==> config.mk <==
export PLATFORM = sky130hd
export DESIGN_NAME = strip_fan_to_list_index_assembler_top
export DESIGN_NICKNAME = d
export VERILOG_FILES = /design/src/sfla_pkg.sv /design/src/sfla_conv.sv /design/src/strip_fan_to_list_index_assembler_top.sv
export SDC_FILE = /design/constraint.sdc
export NUM_CORES = 1
export LEC_CHECK = 0
export ABC_AREA = 1
export BUFFER_PORTS_ARGS = -buffer_cell sky130_fd_sc_hd__buf_2
export CAP_MARGIN = 40
export CELL_PAD_IN_SITES_DETAIL_PLACEMENT = 1
export CELL_PAD_IN_SITES_GLOBAL_PLACEMENT = 2
export CORE_MARGIN = 2
export CORE_UTILIZATION = 35
export DETAILED_ROUTE_END_ITERATION = 12
export PLACE_DENSITY = 0.76
export SLEW_MARGIN = 20
export SYNTH_ARGS = -nofsm -noshare
export SYNTH_HDL_FRONTEND = slang
export SYNTH_SLANG_ARGS = --single-unit
==> constraint.sdc <==
create_clock -name clk_i -period 5.2 [get_ports clk_i]
set_clock_uncertainty 0.2 [all_clocks]
set_input_delay 1.04 -clock clk_i [delete_from_list [all_inputs] [get_ports clk_i]]
set_output_delay 1.04 -clock clk_i [all_outputs]
set_load 0.02 [all_outputs]
==> src/sfla_pkg.sv <==
// Shared types and constants for the strip/fan to list index assembler.
package sfla_pkg;

  localparam int unsigned IDX_W      = 16;
  localparam int unsigned SLOT_W     = 17;
  localparam int unsigned SLOT_LIMIT = 131072;
  localparam int unsigned BURST_MAX  = 3;

  typedef enum logic [2:0] {
    KIND_TRILIST   = 3'd0,
    KIND_TRISTRIP  = 3'd1,
    KIND_TRIFAN    = 3'd2,
    KIND_LINELIST  = 3'd3,
    KIND_POLYLINE  = 3'd4,
    KIND_POINTLIST = 3'd5
  } prim_kind_e;

  typedef struct packed {
    logic             mode;
    logic [2:0]       prim_kind;
    logic [IDX_W-1:0] index_value;
    logic             sequential;
    logic             last_item;
  } in_word_t;

  typedef struct packed {
    logic [IDX_W-1:0]  out_index;
    logic [SLOT_W-1:0] out_slot;
    logic [2:0]        out_kind;
    logic              run_last;
    logic              overflow;
  } out_word_t;

  typedef struct packed {
    logic [IDX_W-1:0] pos;
    logic [IDX_W-1:0] first;
    logic [IDX_W-1:0] older;
    logic [IDX_W-1:0] newer;
  } hist_t;

  typedef struct packed {
    out_word_t [BURST_MAX-1:0] word;
    logic [1:0]                cnt;
  } burst_t;

endpackage

==> src/sfla_conv.sv <==
// Converts one input word and the primitive history into up to three list words.
module sfla_conv import sfla_pkg::*; #(
  parameter int unsigned CAP = 131072
) (
  input  in_word_t                    item_i,
  input  hist_t                       hist_i,
  input  logic [$clog2(CAP+1)-1:0]    slot_cnt_i,
  output hist_t                       hist_o,
  output logic [$clog2(CAP+1)-1:0]    slot_cnt_o,
  output burst_t                      burst_o
);

  localparam int unsigned CNT_W = $clog2(CAP + 1);
  localparam int unsigned SUM_W = CNT_W + 2;

  logic [IDX_W-1:0] cur;
  logic [IDX_W-1:0] idx [BURST_MAX];
  logic [2:0]       kind;
  logic [1:0]       n;
  logic [SUM_W-1:0] sum [BURST_MAX];
  logic [SUM_W-1:0] total;

  always_comb begin
    cur  = item_i.sequential ? hist_i.pos : item_i.index_value;
    n    = 2'd0;
    kind = 3'(KIND_TRILIST);
    for (int k = 0; k < BURST_MAX; k++) begin
      idx[k] = '0;
    end

    case (prim_kind_e'(item_i.prim_kind))
      KIND_TRILIST, KIND_LINELIST, KIND_POINTLIST: begin
        idx[0] = cur;
        kind   = item_i.prim_kind;
        n      = 2'd1;
      end
      KIND_TRISTRIP: begin
        if (hist_i.pos >= IDX_W'(2)) begin
          if (hist_i.pos[0]) begin
            idx[0] = hist_i.newer;
            idx[1] = hist_i.older;
          end else begin
            idx[0] = hist_i.older;
            idx[1] = hist_i.newer;
          end
          idx[2] = cur;
          n      = 2'd3;
        end
      end
      KIND_TRIFAN: begin
        if (hist_i.pos >= IDX_W'(2)) begin
          idx[0] = hist_i.first;
          idx[1] = hist_i.newer;
          idx[2] = cur;
          n      = 2'd3;
        end
      end
      KIND_POLYLINE: begin
        if (hist_i.pos != '0) begin
          idx[0] = hist_i.newer;
          idx[1] = cur;
          kind   = 3'(KIND_LINELIST);
          n      = 2'd2;
        end
      end
      default: begin
        n = 2'd0;
      end
    endcase

    if (item_i.mode) begin
      n = 2'd0;
    end

    for (int k = 0; k < BURST_MAX; k++) begin
      sum[k] = SUM_W'(slot_cnt_i) + SUM_W'(k);
      burst_o.word[k].out_index = idx[k];
      burst_o.word[k].out_kind  = kind;
      burst_o.word[k].run_last  = (2'(k + 1) == n);
      if (sum[k] < SUM_W'(CAP)) begin
        burst_o.word[k].out_slot = SLOT_W'(sum[k]);
        burst_o.word[k].overflow = 1'b0;
      end else begin
        burst_o.word[k].out_slot = SLOT_W'(CAP - 1);
        burst_o.word[k].overflow = 1'b1;
      end
    end
    burst_o.cnt = n;

    total = SUM_W'(slot_cnt_i) + SUM_W'(n);
    if (item_i.mode) begin
      slot_cnt_o = '0;
    end else if (total > SUM_W'(CAP)) begin
      slot_cnt_o = CNT_W'(CAP);
    end else begin
      slot_cnt_o = CNT_W'(total);
    end

    hist_o = hist_i;
    if (!item_i.mode) begin
      if (hist_i.pos == '0) begin
        hist_o.first = cur;
      end
      hist_o.older = hist_i.newer;
      hist_o.newer = cur;
      hist_o.pos   = item_i.last_item ? '0 : hist_i.pos + IDX_W'(1);
    end
  end

endmodule

==> src/strip_fan_to_list_index_assembler_top.sv <==
// Top level of the strip/fan to list index assembler.
//
//   channel  dir  handshake              word
//   in       in   in_valid_i/in_stall_o    in_word_t  (one source index or a flush)
//   out      out  out_valid_o/out_stall_i  out_word_t (one list index with its slot)
//
// An input word is converted in the cycle it is accepted; its zero to three
// results leave the burst register one per cycle through the output register
// while the output is not stalled.
// The next word is taken in the cycle the last result moves to the output.
// Reset clears primitive history, the slot counter and all valid state.
// An output stall holds the output word and backs up into in_stall_o.
module strip_fan_to_list_index_assembler_top import sfla_pkg::*; #(
  parameter int unsigned INDEX_BUFFER_DEPTH = 131072
) (
  input  logic      clk_i,
  input  logic      rst_ni,
  input  logic      in_valid_i,
  output logic      in_stall_o,
  input  in_word_t  in_word_i,
  output logic      out_valid_o,
  input  logic      out_stall_i,
  output out_word_t out_word_o
);

  localparam int unsigned CAP   = (INDEX_BUFFER_DEPTH > SLOT_LIMIT) ? SLOT_LIMIT
                                                                     : INDEX_BUFFER_DEPTH;
  localparam int unsigned CNT_W = $clog2(CAP + 1);

  hist_t            hist_q, hist_d;
  logic [CNT_W-1:0] slot_q, slot_d;
  burst_t           burst_d;
  out_word_t        words_q [BURST_MAX];
  logic [1:0]       rem_q;
  logic             out_valid_q;
  out_word_t        out_word_q;
  logic             out_load;
  logic             in_accept;

  sfla_conv #(
    .CAP(CAP)
  ) u_conv (
    .item_i     (in_word_i),
    .hist_i     (hist_q),
    .slot_cnt_i (slot_q),
    .hist_o     (hist_d),
    .slot_cnt_o (slot_d),
    .burst_o    (burst_d)
  );

  assign out_load   = (rem_q != 2'd0) && (!out_valid_q || !out_stall_i);
  assign in_stall_o = !((rem_q == 2'd0) || ((rem_q == 2'd1) && out_load));
  assign in_accept  = in_valid_i && !in_stall_o;

  always_ff @(posedge clk_i or negedge rst_ni) begin
    if (!rst_ni) begin
      hist_q      <= '0;
      slot_q      <= '0;
      rem_q       <= 2'd0;
      out_valid_q <= 1'b0;
    end else begin
      if (in_accept) begin
        hist_q <= hist_d;
        slot_q <= slot_d;
        rem_q  <= burst_d.cnt;
      end else if (out_load) begin
        rem_q <= rem_q - 2'd1;
      end
      if (out_load) begin
        out_valid_q <= 1'b1;
      end else if (!out_stall_i) begin
        out_valid_q <= 1'b0;
      end
    end
  end

  always_ff @(posedge clk_i) begin
    if (in_accept) begin
      for (int k = 0; k < BURST_MAX; k++) begin
        words_q[k] <= burst_d.word[k];
      end
    end else if (out_load) begin
      for (int k = 0; k < BURST_MAX - 1; k++) begin
        words_q[k] <= words_q[k+1];
      end
    end
    if (out_load) begin
      out_word_q <= words_q[0];
    end
  end

  assign out_valid_o = out_valid_q;
  assign out_word_o  = out_word_q;

endmodule

* Word-level counts from Yosys, hierarchy flattened
Memories as Yosys holds them, arrays and structs flattened. A register that Yosys moved wholly into a read port is not among the register bits.
Cells that the tools add are included.
W data, S select, Z words.
** Word-level totals
- RAM bits :: 114
- Input bits :: 26
- Output and inout port bits :: 40
- Memories kept :: 1
- Register bits :: 85
- Logic and storage cells :: 83
** Memories
- words_q :: words 3, width 38, rd ports 3, clocked after memory_dff 1, write ports 3, line strip_fan_to_list_index_assembler_top.sv:33 : out_word_t words_q [BURST_MAX];
** Cells by class
- $add $sub $neg :: 5
- Reduce and logical (&&, ||, !) cells :: 18
- Bitwise operators :: 3
- $lt $le $gt $ge :: 5
- Mux-type cells :: 34
- Equal/unequal tests :: 10
** Operator list (count)
- $mux W48 :: 2
- $mux W38 :: 2
- $mux W32 :: 2
- $pmux W16 S4 :: 1
- $mux W17 :: 3
- $pmux W16 S3 :: 1
- $lt A20 B18 Y1 const B :: 2
- $mux W18 :: 2
- $mux W16 :: 2
- $pmux W16 S2 :: 1
- $gt A20 B18 Y1 const B :: 1
- $add A18 B1 Y19 const B :: 1
- $add A18 B2 Y19 :: 1
- $add A18 B2 Y19 const B :: 1
- $lt A18 B18 Y1 const B :: 1
- $add A16 B1 Y16 const B :: 1
- $ge A16 B2 Y1 const B :: 1
- $logic_not A16 Y1 :: 1
- $reduce_bool A16 Y1 :: 1
- $mux W2 :: 6
- $mux W1 :: 10
- $eq A3 B2 Y1 const B :: 2
- $eq A3 B3 Y1 const B :: 2
- $pmux W2 S3 :: 1
- other kinds (19) :: 27

* Logic depth before layout (Yosys ltp)
Gate-level depths: netlist of the first run.
- Depth after elaboration :: 9
- Depth in mapped cells :: 24
- Depth with buffers taken out :: 23

* Cells and area by module
Synthesis of the first run repeated with hierarchy kept, for this count alone.
** Unflattened totals
- Cell total of the unflattened synthesis :: 1542
- Area, all modules :: 12779.8 um^2
** By module, submodules not included
- strip_fan_to_list_index_assembler_top :: cells each 783, sequential area each 6691.4 um^2, instances 1, area each 8986.1 um^2
- sfla_conv :: cells each 759, sequential area each 0.0 um^2, instances 1, area each 3793.6 um^2

* Least setup slack after synthesis of the first run
Ideal clock, no wire load.
- Path kind :: input-to-reg
- Start point :: in out_stall_i
- End point :: reg rem_q[0]
- Data required time :: 4.868 ns
- Path buffers :: 0
- Setup time :: 0.132 ns
- Data arrival time :: 5.212 ns
- Slack :: -0.344 ns
- Stages :: 7
- Cells stage by stage :: nand2_1 -> inv_1 -> nor2_1 -> inv_1 -> nand2_1 -> o21ai_0 -> o22ai_1
** Between the ends
- Cells in the longest elaborated chain, start to end :: 7
- Elaborated cells on any way between the ends :: 8
- Those cells by class :: mux: 1; reduce/logical: 7
** Ends and longest elaborated chain
- start, declared :: line strip_fan_to_list_index_assembler_top.sv:22 : input logic out_stall_i,
- $logic_not A1 Y1 *
- $logic_or A1 B1 Y1 * :: line strip_fan_to_list_index_assembler_top.sv:51 : assign out_load = (rem_q != 2'd0) && (!out_valid_q || !out_stall_i);
- $logic_and A1 B1 Y1 * :: line strip_fan_to_list_index_assembler_top.sv:51
- via out_load :: line strip_fan_to_list_index_assembler_top.sv:37 : logic out_load;
- $logic_and A1 B1 Y1 :: line strip_fan_to_list_index_assembler_top.sv:52 : assign in_stall_o = !((rem_q == 2'd0) || ((rem_q == 2'd1) && out_load));
- $logic_or A1 B1 Y1 :: line strip_fan_to_list_index_assembler_top.sv:52
- $logic_and A1 B1 Y1 :: line strip_fan_to_list_index_assembler_top.sv:53 : assign in_accept = in_valid_i && !in_stall_o;
- $mux W2 or $reduce_bool A2 Y1 (tied branches)
- end signal, assigned :: line strip_fan_to_list_index_assembler_top.sv:65 : rem_q <= burst_d.cnt;
- end signal, assigned :: line strip_fan_to_list_index_assembler_top.sv:67 : rem_q <= rem_q - 2'd1;
- end, declared :: line strip_fan_to_list_index_assembler_top.sv:34 : logic [1:0] rem_q;
Mark *: on every way through the listed nets, which the timed path passes. The rest lies on a longest branch.
A chain may end at the register's enable or synchronous reset.

* Worst setup path in the final report of the first run
- Start point :: in in_word_i[19] (netlist bit)
- End point :: reg slot_q[3]
** Between the ends
- Cells in the longest elaborated chain, start to end :: 8
- Elaborated cells on any way between the ends :: 14
- Those cells by class :: add/sub: 1; order compare: 1; eq/ne: 5; mux: 4; reduce/logical: 3
** Ends and longest elaborated chain
- start, declared :: line strip_fan_to_list_index_assembler_top.sv:20 : input in_word_t in_word_i,
- $eq A3 B2 Y1 (tied with other cells) :: line sfla_conv.sv:31 : case (prim_kind_e'(item_i.prim_kind))
- $reduce_or A3 Y1 or $reduce_or A2 Y1 (tied branches)
- $pmux W2 S3 * :: line sfla_conv.sv:31
- $mux W2 * :: line sfla_conv.sv:71 : if (item_i.mode) begin
- $add A18 B2 Y19 * :: line sfla_conv.sv:90 : total = SUM_W'(slot_cnt_i) + SUM_W'(n);
- $gt A20 B18 Y1 :: line sfla_conv.sv:93 : end else if (total > SUM_W'(CAP)) begin
- $mux W18 * :: line sfla_conv.sv:93
- $mux W18 * :: line sfla_conv.sv:91 : if (item_i.mode) begin
- end signal, assigned :: line strip_fan_to_list_index_assembler_top.sv:64 : slot_q <= slot_d;
- end, declared :: line strip_fan_to_list_index_assembler_top.sv:31 : logic [CNT_W-1:0] slot_q, slot_d;
Mark *: on every way between the ends. The rest lies on a longest branch, timed or not.

==> summary.md, run 1 <==
| Metric | Value |
|---|---|
| Die X | 186 µm |
| Share of the synthesized area in the top cell type | 39.5% |
| Min cycle time layout | 3690 ps |
| Synthesized area | 11600 µm² |
| Critical Path End Type | flip-flop |
| Seq/Total Area, Yosys | 57.9% |
| Nets@finish | 1390 |
| LEAKAGE | 5.66 nW |
| Worst VDD drop | 0.324 mV |
| RSZ-0062 raised after global routing | false |
| CP Class | in2reg |
| Endpoints failing setup | 0 |
| Relative slew margins | 41.3% |
| Finished Cell Area | 13400 µm² |
| Count leader, synth | nand2_1 |
| Crit path max fanout | 17 |
| CTS tree | built |
| Synthesis Warnings | 0 |
| Final Hold Viols | 0 |
| Gate Count Post-Synth | 1293 |
| CP Data Arrival Time | 3980 ps |
| Slowest stage cell, crit path | fa_1 |
| Clock share of power | 25.3% |
| Syn-to-layout area delta | 16.0% |
| Via count | 9013 |
| CTS Buf Count | 28 |
| Switching part of the total power | 38.0% |
| CTS Hold Bufs | 0 |
| Final HPWL DP | 23100 µm |
| Pwr Density | 597 nW/µm² |
| Sequential power share | 42.0% |
| Most instantiated cells after synthesis | 377 x nand2_1, 152 x edfxtp_1, 144 x o21ai_0 |
| CP most frequent cell | nand2_1 |
| Setup tns final | 0 ps |
| Vias in the first global route | 9070 |
| Cell taking the most area after synthesis | edfxtp_1 |
| Net Count, Synth | 1329 |
| Final Wtd Congestion | 0.834 |
| Worst skew pair latency | 560 ps |
| Worst setup SP type | input pin |
| Fraction of registers with async set/reset | 35.9% |
| DRT Pass-1 Iters | 5 |
| Largest net degree at the start of global routing | 59 |
| Post-CTS Resized | 0 |
| Internal Pwr Total | 4.97 mW |
| I/O Buffers | 65 |
| Max clock buf depth | 3 |
| Final core utilization | 41.2% |
| Maximum capacitance violations | 0 |
| Die H | 186 µm |
| H-tree depth | 1 |
| Yosys cell types | 41 |
| Core area | 32500 µm² |
| Post-synth EDFFs | 152 |
| Starting Density | 35.5% |
| Fmax | 271 MHz |
| Tightest Pin Transition | 871 ps |
| Global-route wire length before repair | 53300 µm |
| Die Area | 34500 µm² |
| Ant diodes | 0 |
| Num ports | 66 |
| Slew Viols, Final | 0 |
| Initial DRC Count | 564 |
| Grt ovf | 0 |
| Main flop type after synthesis | edfxtp_1 |
| R2r setup slk | 1530 ps |
| Hold WC Path Type | in2async |
| Antenna viol nets, final | 0 |
| Layout cell share with drive strength beyond 1 | 13.4% |
| # Post-CTS Setup Buffers | 0 |
| Total GRT Usage | 20.2% |
| Slowest stage delay, CP | 420 ps |
| Fill cells | 3829 |
| Psw | 3.04 mW |
| Worst Path Required | 5490 ps |
| Initial antenna violation count | 0 |
| Final wirelength | 33700 µm |
| Residual DRC | 0 |
| Synth top area cells | edfxtp_1 39%, dfrtp_1 18%, nand2_1 12%, o21ai_0 6.2%, nor2_1 3.9% |
| CTS clk-pin slew, worst paths | 60 ps |
| Critical-path cell list | buf_2 > inv_1 > nor3_2 > inv_2 > nand2_1 > nand2_1 > nand2_1 > nand2_1 > inv_1 > ha_1 > fa_1 > nand2_1 > nor2_4 > nand2_1 > nand2_1 > inv_1 > nand2_1 > nor2_1 > nand3_1 > nor2_2 > nand3_2 > nand2_4 > nand2_1 > nand2_1 |
| CTS root buffer | clkbuf_16 |
| Site Rows | 66 |
| Synthesized flop and latch total | 237 |
| Dpl cell area | 12400 µm² |
| Average cell area after synthesis | 8.94 µm² |
| Status | complete, no violations |
| Routed WL per cell | 18.5 µm |
| Period utilization | 71.0% |
| Avg Vias per Cell | 4.96 |
| Clock sinks | 237 |
| Final total power | 8.01 mW |
| Comb pwr share | 32.7% |
flip-flops by register name, indices dropped and copies added, names as in the netlist:
signal and count:
rem_q 2, words_q 114, hist_q 64, out_valid_o 1, out_word_o 38, slot_q 18
cell families after synthesis:
family                   count (synthesis)  share of synthesized area [%]
flip-flops                             237                           57.9
adder cells (fa/ha/maj)                 10                           1.15
XOR/XNOR                                28                           2.12
AND/OR/NAND/NOR                        596                           21.5
buffers and inverters                  174                           6.08
AO/OA/AOI/OAI                          248                           11.2
path summary, 6_finish.rpt:
check | cells past startpoint | from | endpoint
setup reg to reg | 23 | hist_q[56] | slot_q[3]
hold / removal | 1 | rst_ni | hist_q[49]
max in group asynchronous | 3 | rst_ni | hist_q[0]
setup / recovery | 24 | in_word_i[19] | slot_q[3]
hold reg to reg | 0 | words_q[0][27] | out_word_o[27]
min in group clk_i | 0 | words_q[0][27] | out_word_o[27]
layout by cell type, fill, tap and decap left out, types with 4 or more instances in the layout:
cell	count
ha_1	9
clkinvlp_4	4
nand4_1	14
nor2_1	118
clkbuf_16	28
o22ai_1	23
o21ai_1	19
buf_2	66
xor2_1	26
bufinv_16	4
inv_2	7
a21oi_1	50
dfrtp_1	85
or2_2	4
nor2_4	8
o21ai_0	144
inv_1	105
nand3_1	30
edfxtp_1	152
a31oi_1	5
nand2_2	17
buf_4	20
nor3_1	14
nor2_2	4
nand2_1	376
clkinv_1	11
layer usage:
metal / share of wire [%] / vias to the layer above / routed length, µm / track usage [%]
li1: - / 4398 / - / -
met1: 52 / 4422 / 17600 / 31.2
met2: 43 / 157 / 14400 / 30.5
met3: 3.5 / 36 / 1170 / 2.17
met4: 1.7 / 0 / 584 / 3.84
met5: 0 / - / 0 / 0
critical path, delay by kind of cell:
family	cells	cell delay (ps)
adders and majority gates	2	630
buffers and inverters	5	530
and+or+nand+nor	17	1770
power groups by stage:
stage	sequential (mW)	clock, mW	combinational [mW]
3_3_place_gp	3.37	0	2.55
3_5_place_dp	3.41	0	2.63
2_1_floorplan	3.53	0	1.48
6_report	3.37	2.02	2.62
5_1_grt	3.45	2.14	2.95
4_1_cts	3.38	2.07	2.65
layout make-up:
class / count / area (µm²) / area share [%]
clock buffer: 28 / 701 / 5.23
clock inverter: 24 / 255 / 1.90
inverter: 114 / 428 / 3.19
multi-input combinational: 882 / 4200 / 31.3
sequential: 237 / 6690 / 49.9
tap: 442 / 553 / 4.13
timing repair buffer: 91 / 577 / 4.30
per-stage QoR:
stage	setup slack (ps)	hold slack, ps	std cells
after global placement	1080	203	1759
after CTS	1480	219	1815
final	1510	119	1818
after floorplan	417	200	1293
after detailed placement	929	206	1763
after global routing	1190	109	1818
Power figures use the tool's default switching activity.
==> run 2: changes to the inputs <==
==> constraint.sdc (replaced) <==
create_clock -name clk_i -period 3.39 [get_ports clk_i]
set_clock_uncertainty 0.2 [all_clocks]
set_input_delay 0.678 -clock clk_i [delete_from_list [all_inputs] [get_ports clk_i]]
set_output_delay 0.678 -clock clk_i [all_outputs]
set_load 0.02 [all_outputs]
==> run 2 against run 1 <==
Worst hold slack improved by 84 ps. Highest routed layer unchanged. Combinational power rose by 73%. Utilization rose by 2.7 points. Non-clock buffer count rose by 89. Final area rose by 6.5%. Largest cell class unchanged. Largest power group unchanged. Sequential power rose by 53%.
==> summary.md, run 2 (same netlist as run 1, synthesis figures left out) <==
| Metric | Value |
|---|---|
| Status | complete, no violations |
| Final wirelength | 34400 µm |
| Maximum capacitance violations | 0 |
| Critical path depth in cells | 23 |
| Clock sinks | 237 |
| Slowest stage cell, crit path | dfrtp_1 |
| CTS Buf Count | 27 |
| CP Data Arrival Time | 3560 ps |
| Nets@finish | 1480 |
| Worst Path Required | 3650 ps |
| H-tree depth | 1 |
| Worst Hold Depth | 3 |
| Grt ovf | 0 |
| Final Hold Viols | 0 |
| Vias in the first global route | 9544 |
| Initial antenna violation count | 2 |
| Avg Vias per Cell | 4.98 |
| DRT Pass-1 Iters | 4 |
| Routed WL per cell | 18.0 µm |
| Critical Path End Type | flip-flop |
| Die H | 186 µm |
| Die X | 186 µm |
| Num ports | 66 |
| Final HPWL DP | 23600 µm |
| Most frequent cells in the layout | 357 x nand2_1, 152 x edfxtp_1, 144 x o21ai_0, 112 x nor2_1, 108 x buf_4 |
| Min cycle time layout | 3300 ps |
| Worst VDD drop | 0.522 mV |
| Crit path max fanout | 8 |
| Busiest grt layer | met2 |
| Leading cell type in the layout, fill and taps excluded | nand2_1 |
| FF-to-FF Start | hist_q[54] |
| LEAKAGE | 6.12 nW |
| Worst setup SP type | flip-flop |
| Slowest stage delay, CP | 400 ps |
| CTS clk-pin slew, worst paths | 60 ps |
| RSZ-0062 raised after global routing | true |
| Global-route wire length before repair | 54400 µm |
| Relative slew margins | 54.0% |
| Fmax | 303 MHz |
| R2r setup slk | 90 ps |
| Met3 Use GR | 3.09% |
| Initial DRC Count | 593 |
| Finished Cell Area | 14300 µm² |
| Starting Density | 35.5% |
| Syn-to-layout area delta | 23.4% |
| Worst hold start | out_stall_i |
| Critical-path cell list | nor2_2 > nand3_2 > nor2_4 > nand3_4 > nand2_4 > nand2_4 > nand2_4 > inv_2 > ha_2 > fa_2 > nand2_2 > nor2_4 > nand2_1 > nand2_1 > inv_1 > nand2_1 > nor2_2 > nand3_2 > nor2_4 > nand3_4 > nand2_8 > nand2_2 > nand2_1 |
| Final Wtd Congestion | 0.840 |
| Period utilization | 97.4% |
| Site Rows | 66 |
| Core area | 32500 µm² |
| CTS tree | built |
| Slew Viols, Final | 0 |
| Residual DRC | 0 |
| Worst skew pair latency | 530 ps |
| Max clock buf depth | 3 |
| Pwr Density | 899 nW/µm² |
| Worst R2R Path Depth | 23 |
| Total GRT Usage | 20.4% |
| Grt met2 use | 30.9% |
| Layout cell share with drive strength beyond 1 | 21.2% |
| Die Area | 34500 µm² |
| I/O Buffers | 65 |
| Reg2reg end | slot_q[13] |
| Top reg by flops | words_q |
| Worst path buffer plus inverter count | 2 |
| M1 GR Usage | 30.7% |
| Via count | 9497 |
| Hold Path Sink | out_valid_o |
| Family with the most delay on the worst path | simple AND/OR/NAND/NOR gates |
| CP Class | reg2reg |
| Largest net degree at the start of global routing | 49 |
| Largest register FFs | 114 |
| Fin cells | 1907 |
| CP most frequent cell | nand2_1 |
| Tightest Pin Transition | 689 ps |
| Antenna viol nets, final | 0 |
| Dpl cell area | 13000 µm² |
| CTS root buffer | clkbuf_16 |
| Endpoints failing setup | 0 |
| Cells after DPL | 1847 |
| Hold WC Path Type | in2reg |
[run 2: cell count changes in the layout (fill, tap and decap cells not counted), sizes merged]
cell / delta
dlygate4sd3: +1
buf: +88
clkinvlp: -3
diode: +1
nand2: +2
clkinv: -8
inv: -1
bufinv: +2
clkbuf: +7
[run 2: metrics by stage]
| step | setup slack, ps | hold slack (ps) | power (mW) | setup TNS (ps) | utilization (%) |
|---|---|---|---|---|---|
| 6_report | 87.6 | 203 | 12.8 | 0 | 43.8 |
| 5_1_grt | -65.3 | 211 | 13.7 | -465 | 43.8 |
| 4_1_cts | 31.2 | 188 | 12.8 | 0 | 43.4 |
| 3_5_place_dp | -403 | 206 | 9.52 | -6320 | 40.1 |
| 3_3_place_gp | -280 | 203 | 9.36 | -4570 | 40.1 |
| 2_1_floorplan | 39.4 | 182 | 7.67 | 0 | - |
[run 2: worst max-delay path by stage]
stage | from | to
floorplan | hist_q[48] | slot_q[7]
global route | hist_q[48] | slot_q[13]
finish | hist_q[54] | slot_q[13]
global placement | in_word_i[20] | slot_q[0]
detailed placement | in_word_i[18] | slot_q[0]
CTS | hist_q[58] | slot_q[13]
[run 2: per-layer routing]
layer | vias to the layer above | routed length, µm
met2 | 183 | 14900
met5 | - | 0
met3 | 44 | 1560
li1 | 4599 | -
met1 | 4671 | 17300
met4 | 0 | 610
[run 2: final cells by class]
type | instances | area (µm²)
flip-flops and latches | 237 | 6690
inverters | 114 | 428
clock buffers | 35 | 726
fillers | 3843 | 18300
diodes | 1 | 2.50
clock inverters | 14 | 228
multi-input cells | 884 | 4380
repair buffers | 180 | 1250
well taps | 442 | 553
[run 2: worst reg2reg max path: stages, from the launching register on]
cell and delay [ps]:
dfrtp_1 400, nor2_2 160, nand3_2 120, nor2_4 160, nand3_4 110, nand2_4 110, nand2_4 70, nand2_4 80
inv_2 40, ha_2 170, fa_2 380, nand2_2 110, nor2_4 70, nand2_1 70, nand2_1 50, inv_1 60
nand2_1 60, nor2_2 130, nand3_2 100, nor2_4 140, nand3_4 160, nand2_8 170, nand2_2 60, nand2_1 60
[run 2: what timing repair did]
item / CTS / global route
hold buffers: 1 / 0
endpoints found under the hold margin: 39 / 0
cloned: 2 / 0
setup buffers: 2 / 5
pin swaps: 10 / 22
endpoints found under the setup margin: 17 / 18
gates resized for setup: 17 / 36
[run 2: report_power, final]
part           switching, mW  internal (mW)  total, mW
sequential             0.405           4.73       5.14
clock                   1.19           1.96       3.15
combinational           3.15           1.40       4.54
